===== config.mk =====
export PLATFORM = sky130hd
export DESIGN_NAME = amd_merge
export DESIGN_NICKNAME = d
export VERILOG_FILES = /design/src/rtl/amd_pkg.sv /design/src/rtl/amd_merge.sv
export SDC_FILE = /design/constraint.sdc
export NUM_CORES = 1
export LEC_CHECK = 0
export BUFFER_PORTS_ARGS = -buffer_cell sky130_fd_sc_hd__buf_2
export CORE_UTILIZATION = 46
export CTS_BUF_LIST = sky130_fd_sc_hd__clkbuf_4 sky130_fd_sc_hd__clkbuf_8
export DETAILED_ROUTE_END_ITERATION = 7
export HOLD_SLACK_MARGIN = 0.08
export PLACE_DENSITY = 0.88
export SLEW_MARGIN = 20
export SYNTH_ARGS = -nofsm -noshare
export SYNTH_HDL_FRONTEND = slang
export SYNTH_SLANG_ARGS = --single-unit

===== constraint.sdc =====
create_clock -name clk -period 3 [get_ports clk]
set_input_delay 0.15 -clock clk [delete_from_list [all_inputs] [get_ports clk]]
set_output_delay 0.15 -clock clk [all_outputs]
set_load 0.02 [all_outputs]

===== src/rtl/amd_pkg.sv =====
package amd_pkg;

  localparam int PIXELS              = 4;
  localparam int COLORS              = 3;
  localparam int BYTE_W              = 8;
  localparam int ALPHA_BYTE          = 3;
  localparam int SUM_W               = 10;
  localparam int WEIGHT_W            = 13;
  localparam int PROD_W              = 21;
  localparam int ACC_W               = 23;
  localparam int WEIGHT_SHIFT        = 12;
  localparam int AVG_SHIFT           = 2;
  localparam int DIV_STEPS           = 13;
  localparam int DIV_STEPS_PER_STAGE = 4;

  localparam logic [SUM_W-1:0]    ALPHA_SUM_FULL = SUM_W'(1020);
  localparam logic [WEIGHT_W-1:0] WEIGHT_EVEN    = WEIGHT_W'(1024);
  localparam logic [BYTE_W-1:0]   CHANNEL_MAX    = BYTE_W'(255);

  typedef logic [BYTE_W-1:0]                   byte_t;
  typedef logic [31:0]                         pixel_t;
  typedef logic [SUM_W-1:0]                    sum_t;
  typedef logic [WEIGHT_W-1:0]                 weight_t;
  typedef logic [COLORS-1:0][BYTE_W-1:0]       colors_t;
  typedef logic [COLORS-1:0][PROD_W-1:0]       prods_t;

endpackage


===== src/rtl/amd_merge.sv =====
module amd_merge (
  input  logic             clk,
  input  logic             load,
  input  amd_pkg::prods_t  prods [amd_pkg::PIXELS],
  input  amd_pkg::byte_t   avg,
  output amd_pkg::colors_t channels,
  output amd_pkg::byte_t   alpha_avg
);

  amd_pkg::colors_t channels_next;

  always_comb begin
    logic [amd_pkg::ACC_W-1:0]                    acc;
    logic [amd_pkg::ACC_W-amd_pkg::WEIGHT_SHIFT-1:0] scaled;
    for (int c = 0; c < amd_pkg::COLORS; c++) begin
      acc = '0;
      for (int p = 0; p < amd_pkg::PIXELS; p++) begin
        acc = acc + amd_pkg::ACC_W'(prods[p][c]);
      end
      scaled = acc[amd_pkg::ACC_W-1:amd_pkg::WEIGHT_SHIFT];
      if (scaled > (amd_pkg::ACC_W-amd_pkg::WEIGHT_SHIFT)'(amd_pkg::CHANNEL_MAX)) begin
        channels_next[c] = amd_pkg::CHANNEL_MAX;
      end else begin
        channels_next[c] = scaled[amd_pkg::BYTE_W-1:0];
      end
    end
  end

  always_ff @(posedge clk) begin
    if (load) begin
      channels  <= channels_next;
      alpha_avg <= avg;
    end
  end

endmodule


==> results.toml <==
[status]
status = "finished, violations left"
violations = "negative setup slack"

[floorplan]
fp-row-count = 44
fp.coreArea_um2 = 14600
dieHeight_um = 124
die_w_um = 124
die-area_um2 = 15500
boundaryPins = 294
initial_core_util_pct = 47.2

[timing]
setup_viol = 16
max_freq_mhz = 324
finalMaxSlewViolations = 0
hold_violations = 0
worstMarginPinSlew_ns = 0.858
post-route-period-util_pct = 103
tns_ns = -0.707
slew_headroom_pct = 42.8
rsz0062_at_grt = "yes"
setup_slack_ns = -0.0861
fin_crit_ns = 3.09

[logic_synthesis]
yosysTopAreaCell = "fa_1"
synth_compound_area_share_pct = 11.7
syn_nets = 1234
syn_inst = 789
synth.area.mux_share_pct = 0.145
synth_edf_count = 32
synthXorXnorAreaFrac_pct = 1.78
ys_async_sr_fraction_pct = 0
synth-seq-cells = 32
synthDistinctLibCells = 51
synth-adder-area-share_pct = 46.6
syn_area_um2 = 6890
ys.flop_type = "edfxtp_1"
synthSimpleGateAreaFrac_pct = 7.37
synthTopCellsByArea = "fa_1, inv_1, edfxtp_1"
synth_top_area_share_pct = 35.7
synth_top_family_by_area = "adder cells"
syn_area_per_cell_um2 = 8.73
ys.warnings.count = 0
yosysSeqAreaShare_pct = 13.9

[final_layout]
layout_commonest_cell = "inv_1"
area_growth_pct = 40.3
drive_gt1_share_pct = 37.9
nNetsFinal = 1611
n_antenna_cell = 0
mostFrequentLayoutCells = "inv_1, buf_2, fa_1"

[global_route]
grt_pass1_vias = 6971
antenna_found_initial = 0
grt-ovfl-total = 0
track_usage_pct = 23.8
grt_pass1_wl_mm = 29.8
grt_max_degree = 33

[routing]
vias = 6484
routedWlPerCell_um = 13.8
ant_nets = 0
totalWireLength_mm = 18.6
vias_per_cell = 4.80
first_pass_iters = 5
drtIter0Drc = 332
drc = 0

[setup_path]
critPathLaunch = "prods[160]"
crit_path_end_kind = "register"
crit_type = "input pin to register"
start_kind = "input pin"
worstPathArrival_ns = 3.13
path_max_fanout = 8
required_ns = 3.04

[clock_tree]
numCtsBuffers = 5
htreeDepth = 2
cts_root_buffer = "clkbuf_8"
path_clk_slew_ns = 0.07
cts_tree = "yes"
cts.sinks = 32
cts_buffer_depth = 2

[pwr]
total_power_mw = 4.61
powerDensity_nw_per_um2 = 477
power_leakage_nw = 5.64
ir_drop_mv = 0.229

[place]
place_congestion = 0.858
preCtsSetupSlack_ns = -0.518
io_buffers = 293
place_hpwl_mm = 15.8

[worst_hold_path]
worstHoldStart = "load"
worst_hold_path_type = "input pin to register"

[job]
drv_cap = 0
[kinds of logic (layout without fill, tap and decap cells)]
kind of cell	after synthesis	count (layout)
DFF	32	32
xor gates and xnor gates	14	14
buffers and inverters	339	716
muxes	1	1
adders and majority gates	183	183
and+or+nand+nor	102	102
AOI/OAI and AO/OA	118	118
[sequential cells by signal (all words and copies together) (netlist names)]
register / count
channels: 24
alpha_avg: 8
[layout make-up]
cell class                 count  area (um^2)
clock buffer                   6         76.3
timing repair buffer         373         2140
inverter                     336         1280
tap                          184          230
fill                        1108         4920
clock inverter                 1         5.00
multi-input combinational    418         4970
sequential                    32          961
[metal layers]
layer,track usage (%),vias to the layer above,wire length [um]
met3,4.25,36,1170
met2,47.2,276,10200
met1,25.5,3068,6790
met4,5.81,0,391
li1,-,3104,-
met5,0,-,0
[report_power, final]
part / internal, mW / switching (mW)
Clock: 0.167 / 0.177
Sequential: 0.591 / 0.0260
Combinational: 1.77 / 1.87
[critical path: stages]
cell,delay (ns)
buf_8,0.08
inv_8,0.02
fa_1,0.54
inv_1,0.06
fa_1,0.54
ha_4,0.24
a211oi_4,0.28
o21ai_2,0.08
a32o_1,0.22
a21o_1,0.17
or3_4,0.34
a31oi_4,0.20
buf_12,0.15
nand2_1,0.06
[Yosys cell counts, types with 7 or more instances]
cell type and count:
a21o_1 18, nor2_1 23, a211oi_1 9, nand3_1 11, inv_1 336, xnor2_1 8
o21ai_0 22, ha_1 60, fa_1 123, nor3_1 8, a31oi_1 7, nand2_1 35
edfxtp_1 32, a21oi_1 26
[repair_timing]
action / 4_1_cts / 5_1_grt
buffers inserted: 4 / 6
gates resized for setup: 27 / 41
cloned: 0 / 0
hold buffers: 8 / 0
pin swaps: 27 / 26
setup endpoints to repair: 16 / 23
endpoints found under the hold margin: 8 / 0
[through the flow]
step | instances | cell area [um^2] | util, % | hold WS (ns)
detailed placement | 1325 | 9120 | 62.5 | 0.328
CTS | 1344 | 9430 | 64.7 | 0.541
global route | 1350 | 9670 | 66.3 | 0.546
global placement | 1325 | 9120 | 62.5 | 0.327
floorplan | 789 | 6970 | - | 0.249
finish | 1350 | 9670 | 66.3 | 0.522
[worst paths after layout]
kind | end | slack, ns | depth (start not counted)
max | channels[10] | -0.09 | 14
min | alpha_avg[4] | 0.52 | 1
(Power assumes the default switching activity.)
