--- src/rtl/amd_pkg.sv ---
package amd_pkg;

  localparam int PIXELS              = 4;
  localparam int COLORS              = 3;
  localparam int BYTE_W              = 8;
  localparam int ALPHA_BYTE          = 3;
  localparam int SUM_W               = 10;
  localparam int WEIGHT_W            = 13;
  localparam int PROD_W              = 21;
  localparam int ACC_W               = 23;
  localparam int WEIGHT_SHIFT        = 12;
  localparam int AVG_SHIFT           = 2;
  localparam int DIV_STEPS           = 13;
  localparam int DIV_STEPS_PER_STAGE = 4;

  localparam logic [SUM_W-1:0]    ALPHA_SUM_FULL = SUM_W'(1020);
  localparam logic [WEIGHT_W-1:0] WEIGHT_EVEN    = WEIGHT_W'(1024);
  localparam logic [BYTE_W-1:0]   CHANNEL_MAX    = BYTE_W'(255);

  typedef logic [BYTE_W-1:0]                   byte_t;
  typedef logic [31:0]                         pixel_t;
  typedef logic [SUM_W-1:0]                    sum_t;
  typedef logic [WEIGHT_W-1:0]                 weight_t;
  typedef logic [COLORS-1:0][BYTE_W-1:0]       colors_t;
  typedef logic [COLORS-1:0][PROD_W-1:0]       prods_t;

endpackage

--- src/rtl/amd_lane.sv ---
module amd_lane #(
  parameter int STEPS_PER_STAGE = amd_pkg::DIV_STEPS_PER_STAGE,
  localparam int STAGES = (amd_pkg::DIV_STEPS + STEPS_PER_STAGE - 1) / STEPS_PER_STAGE
) (
  input  logic             clk,
  input  logic [STAGES:0]  load,
  input  amd_pkg::byte_t   alpha,
  input  amd_pkg::sum_t    k,
  input  logic             even,
  input  amd_pkg::colors_t colors,
  output amd_pkg::prods_t  prods
);

  amd_pkg::sum_t    st_r    [STAGES+1];
  amd_pkg::weight_t st_q    [STAGES+1];
  amd_pkg::sum_t    st_k    [STAGES+1];
  logic             st_even [STAGES+1];
  amd_pkg::colors_t st_col  [STAGES+1];

  assign st_r[0]    = amd_pkg::SUM_W'(alpha);
  assign st_q[0]    = '0;
  assign st_k[0]    = k;
  assign st_even[0] = even;
  assign st_col[0]  = colors;

  // Restoring division of alpha * 4096 by the alpha sum, up to STEPS_PER_STAGE quotient bits per stage.
  for (genvar d = 0; d < STAGES; d++) begin : g_div
    amd_pkg::sum_t    r_next;
    amd_pkg::weight_t q_next;

    always_comb begin
      logic [amd_pkg::SUM_W:0] t;
      amd_pkg::sum_t           r;
      amd_pkg::weight_t        q;
      r = st_r[d];
      q = st_q[d];
      t = '0;
      for (int s = 0; s < STEPS_PER_STAGE; s++) begin
        if (d * STEPS_PER_STAGE + s < amd_pkg::DIV_STEPS) begin
          if (d * STEPS_PER_STAGE + s == 0) begin
            t = {1'b0, r};
          end else begin
            t = {r, 1'b0};
          end
          if (t >= {1'b0, st_k[d]}) begin
            t = t - {1'b0, st_k[d]};
            q = {q[amd_pkg::WEIGHT_W-2:0], 1'b1};
          end else begin
            q = {q[amd_pkg::WEIGHT_W-2:0], 1'b0};
          end
          r = t[amd_pkg::SUM_W-1:0];
        end
      end
      r_next = r;
      q_next = q;
    end

    always_ff @(posedge clk) begin
      if (load[d]) begin
        st_r[d+1]    <= r_next;
        st_q[d+1]    <= q_next;
        st_k[d+1]    <= st_k[d];
        st_even[d+1] <= st_even[d];
        st_col[d+1]  <= st_col[d];
      end
    end
  end

  amd_pkg::weight_t weight;

  assign weight = st_even[STAGES] ? amd_pkg::WEIGHT_EVEN : st_q[STAGES];

  always_ff @(posedge clk) begin
    if (load[STAGES]) begin
      for (int c = 0; c < amd_pkg::COLORS; c++) begin
        prods[c] <= amd_pkg::PROD_W'(st_col[STAGES][c]) * amd_pkg::PROD_W'(weight);
      end
    end
  end

endmodule

--- config.mk ---
export PLATFORM = sky130hd
export DESIGN_NAME = amd_lane
export DESIGN_NICKNAME = d
export VERILOG_FILES = /design/src/rtl/amd_pkg.sv /design/src/rtl/amd_lane.sv
export SDC_FILE = /design/constraint.sdc
export NUM_CORES = 1
export LEC_CHECK = 0
export ABC_AREA = 1
export BUFFER_PORTS_ARGS = -buffer_cell sky130_fd_sc_hd__buf_2
export CORE_ASPECT_RATIO = 1.75
export CORE_MARGIN = 1.5
export CORE_UTILIZATION = 30
export DETAILED_ROUTE_END_ITERATION = 6
export SLEW_MARGIN = 20
export SYNTH_ARGS = -nofsm -noshare
export SYNTH_HDL_FRONTEND = slang
export SYNTH_SLANG_ARGS = --single-unit
--- constraint.sdc ---
create_clock -name clk -period 8 [get_ports clk]
set_clock_uncertainty 0.1 [all_clocks]
set_input_delay 0 -clock clk [delete_from_list [all_inputs] [get_ports clk]]
set_output_delay 0 -clock clk [all_outputs]
set_load 0.01 [all_outputs]
==> flow_metrics.tcl <==
set metrics [dict create \
    status "finished clean" \
    tightest_slew_ns 0.899 \
    yosysSeqAreaShare_pct 32.2 \
    fin_nets 3364 \
    place_ws_ns 0.401 \
    cts_tree "yes" \
    io_buffers 111 \
    cpPeakStageDelay_ns 0.44 \
    cp.arrival_ns 7.61 \
    slew_violations 0 \
    grt_pass1_vias 19300 \
    grt_use_met3_pct 1.45 \
    layout.cells.non_filler 3935 \
    path_common_cell "nand2_1" \
    setup_viol 0 \
    ys_ff_latch 260 \
    slowest_stage "edfxtp_1" \
    synth_cells 2708 \
    layout_min_cycle_time_ns 7.37 \
    ys.warnings.count 0 \
    netlist_area_um2 24300 \
    tns_ns 0 \
    die-area_um2 82600 \
    fin_crit_sh_pct 92.1 \
    clockRootBuffer "clkbuf_16" \
    synth-async-reset-ratio_pct 0 \
    first_pass_iters 6 \
    final_antenna_net_count 0 \
    die_w_um 218 \
    grt_max_degree 64 \
    fp.dieH_um 379 \
    fmax_ghz 0.136 \
    clkSinkCount 260 \
    synth_ff_type "edfxtp_1" \
    cp-end-kind "flip-flop" \
    hpwl_mm 53.2 \
    boundaryPins 112 \
    drc 0 \
    routedWlPerCell_um 16.5 \
    synth_top_cells_by_area "edfxtp_1 (32%), fa_1 (17%), ha_1 (12%), nand2_1 (10%), inv_1 (6.4%)" \
    path_delay_family "simple AND/OR/NAND/NOR gates" \
    cap_violations 0 \
    grt.busiest_layer "met2" \
    clk_pin_slew_worst_paths_ns 0.06 \
    vias_per_cell 4.74 \
    start_util_pct 30.4 \
    antenna_found_initial 6 \
    crit_fanout 15 \
    placed_cells 3836 \
    fp.coreArea_um2 79900 \
    rsz0062_at_grt "false" \
    grt_overflow_total 0 \
    clockBufferDepth 3 \
    post-synth-top-area-fraction_pct 32.2 \
    use_met2_pct 32.0 \
    cts_buffers 28 \
    final.setup.worst_slack_ns 0.628 \
    max-slew-margin-rel_pct 40.1 \
    critPathRequiredTime_ns 8.24 \
    crit_path_start_kind "flip-flop" \
    syn_nets 3201 \
    num_vias 18600 \
    hold_viol_final 0 \
    ys_types 52 \
    first_iter_violations 886 \
    holdCritPathClass "in2reg" \
    synth_enable_flop_cells 260 \
    critPathBufInv 3 \
    clock_latency_ns 0.60 \
    htree_levels 1 \
    grt_usage_pct 15.8 \
    yosys.area.top_type "edfxtp_1" \
    rows 137 \
    syn_area_per_cell_um2 8.96 \
    drt_wl_total_mm 64.9 \
    crit_type "reg2reg" \
    whs_ns 0.0542 \
    final_layout_size_suffix_gt1_share_pct 8.40 \
    syn2layout_area_growth_pct 13.3 \
    grt_use_met1_pct 15.6 \
    globalplace.congestion 0.963 \
    grt_pass1_wl_mm 102 \
]
## cell type report
cell class / instances / area, µm²
clock buffers: 30 / 708
flip-flops and latches: 260 / 7810
multi-input cells: 1963 / 14500
inverters: 435 / 1640
well taps: 1042 / 1300
diodes: 1 / 2.50
repair buffers: 183 / 1210
clock inverters: 21 / 256
fillers: 8328 / 52400
## final timing paths
path | from | end | slack, ns | cells after the start
max | st_k[25]$_DFFE_PP_ | st_r[19]$_DFFE_PP_ | 0.63 | 37
min | colors[5] | st_col[77]$_DFFE_PP_ | 0.05 | 2
max reg2reg | st_k[25]$_DFFE_PP_ | st_r[19]$_DFFE_PP_ | 0.63 | 37
min reg2reg | st_col[44]$_DFFE_PP_ | st_col[20]$_DFFE_PP_ | 0.31 | 0
## flip-flops by register name, summed over array words and instances, names as in the netlist
signal	flops
st_col	96
st_r	30
st_even	4
st_k	30
prods	63
st_q	37
## kinds of logic (layout without fill, tap and decap cells)
group	Yosys count	count (layout)	share of synthesized area, %
adder cells (fa/ha/maj)	444	444	29.2
AND/OR/NAND/NOR	1135	1135	20.1
AO/OA/AOI/OAI	251	251	5.84
other	0	1	0
XOR/XNOR	133	133	4.80
flip-flops	260	260	32.2
buffers and inverters	485	669	7.91
## worst reg2reg max path, delay by kind of cell (launching register included)
| kind | cells | cell delay, ns |
|---|---|---|
| buffers and inverters | 3 | 0.46 |
| and+or+nand+nor | 20 | 2.75 |
| adders and majority gates | 4 | 1.38 |
| AOI/OAI and AO/OA | 10 | 2.02 |
| DFF | 1 | 0.44 |
## through the flow
stage          util, %  instance area (µm²)
2_1_floorplan        -                24300
3_3_place_gp      32.6                26000
3_5_place_dp      32.6                26000
4_1_cts           34.4                27500
5_1_grt           34.4                27500
6_report          34.4                27500
## cells in the mapped netlist (2+ instances only)
| library cell | count |
|---|---|
| xnor2_1 | 45 |
| o21a_1 | 5 |
| or2_2 | 12 |
| o211ai_1 | 2 |
| a31oi_1 | 7 |
| a221oi_1 | 3 |
| o21ai_0 | 49 |
| nand2_1 | 649 |
| nand3_2 | 4 |
| nand4_1 | 39 |
| buf_2 | 3 |
| a21oi_1 | 130 |
| nor2_1 | 233 |
| nand3b_1 | 4 |
| clkinv_1 | 15 |
| o2111ai_1 | 2 |
| o31ai_1 | 3 |
| a21boi_0 | 5 |
| fa_1 | 202 |
| nand3_1 | 139 |
| nor2_2 | 6 |
| inv_1 | 414 |
| clkbuf_1 | 29 |
| inv_2 | 3 |
| a21o_1 | 15 |
| o21ai_1 | 10 |
| nand2_2 | 8 |
| edfxtp_1 | 260 |
| o21bai_1 | 14 |
| nand2_4 | 7 |
| buf_6 | 9 |
| nand3_4 | 6 |
| nor2_4 | 5 |
| nor3_1 | 16 |
| ha_1 | 242 |
| o311ai_0 | 3 |
| xor2_1 | 88 |
| buf_4 | 5 |
| buf_1 | 4 |
## layout by cell type, fill, tap and decap left out, drive strengths merged, types with 25 or more instances in the layout
master	Yosys	layout
a21oi	130	130
buf	21	136
clkbuf	29	30
clkinv	17	25
dlygate4sd3	0	47
edfxtp	260	260
fa	202	202
ha	242	242
inv	418	423
nand2	664	664
nand3	149	149
nand4	40	40
nor2	244	244
o21ai	60	60
xnor2	45	45
xor2	88	88
## layer usage
| metal | share of wire [%] | vias up | wire (µm) |
|---|---|---|---|
| met3 | 3.7 | 157 | 2430 |
| li1 | - | 9081 | - |
| met1 | 35 | 8941 | 22900 |
| met4 | 4.9 | 6 | 3200 |
| met2 | 56 | 461 | 36400 |
| met5 | 0.054 | - | 35 |
## what timing repair did
item	CTS	global route
hold buffers	47	0
hold endpoints to repair	163	0
gates resized for setup	0	4
buffers inserted	0	0
endpoints found under the setup margin	0	21
Power is left out: the tool's default activity adds up to more than one toggle a clock period on the data nets, which glitch-free logic cannot reach.
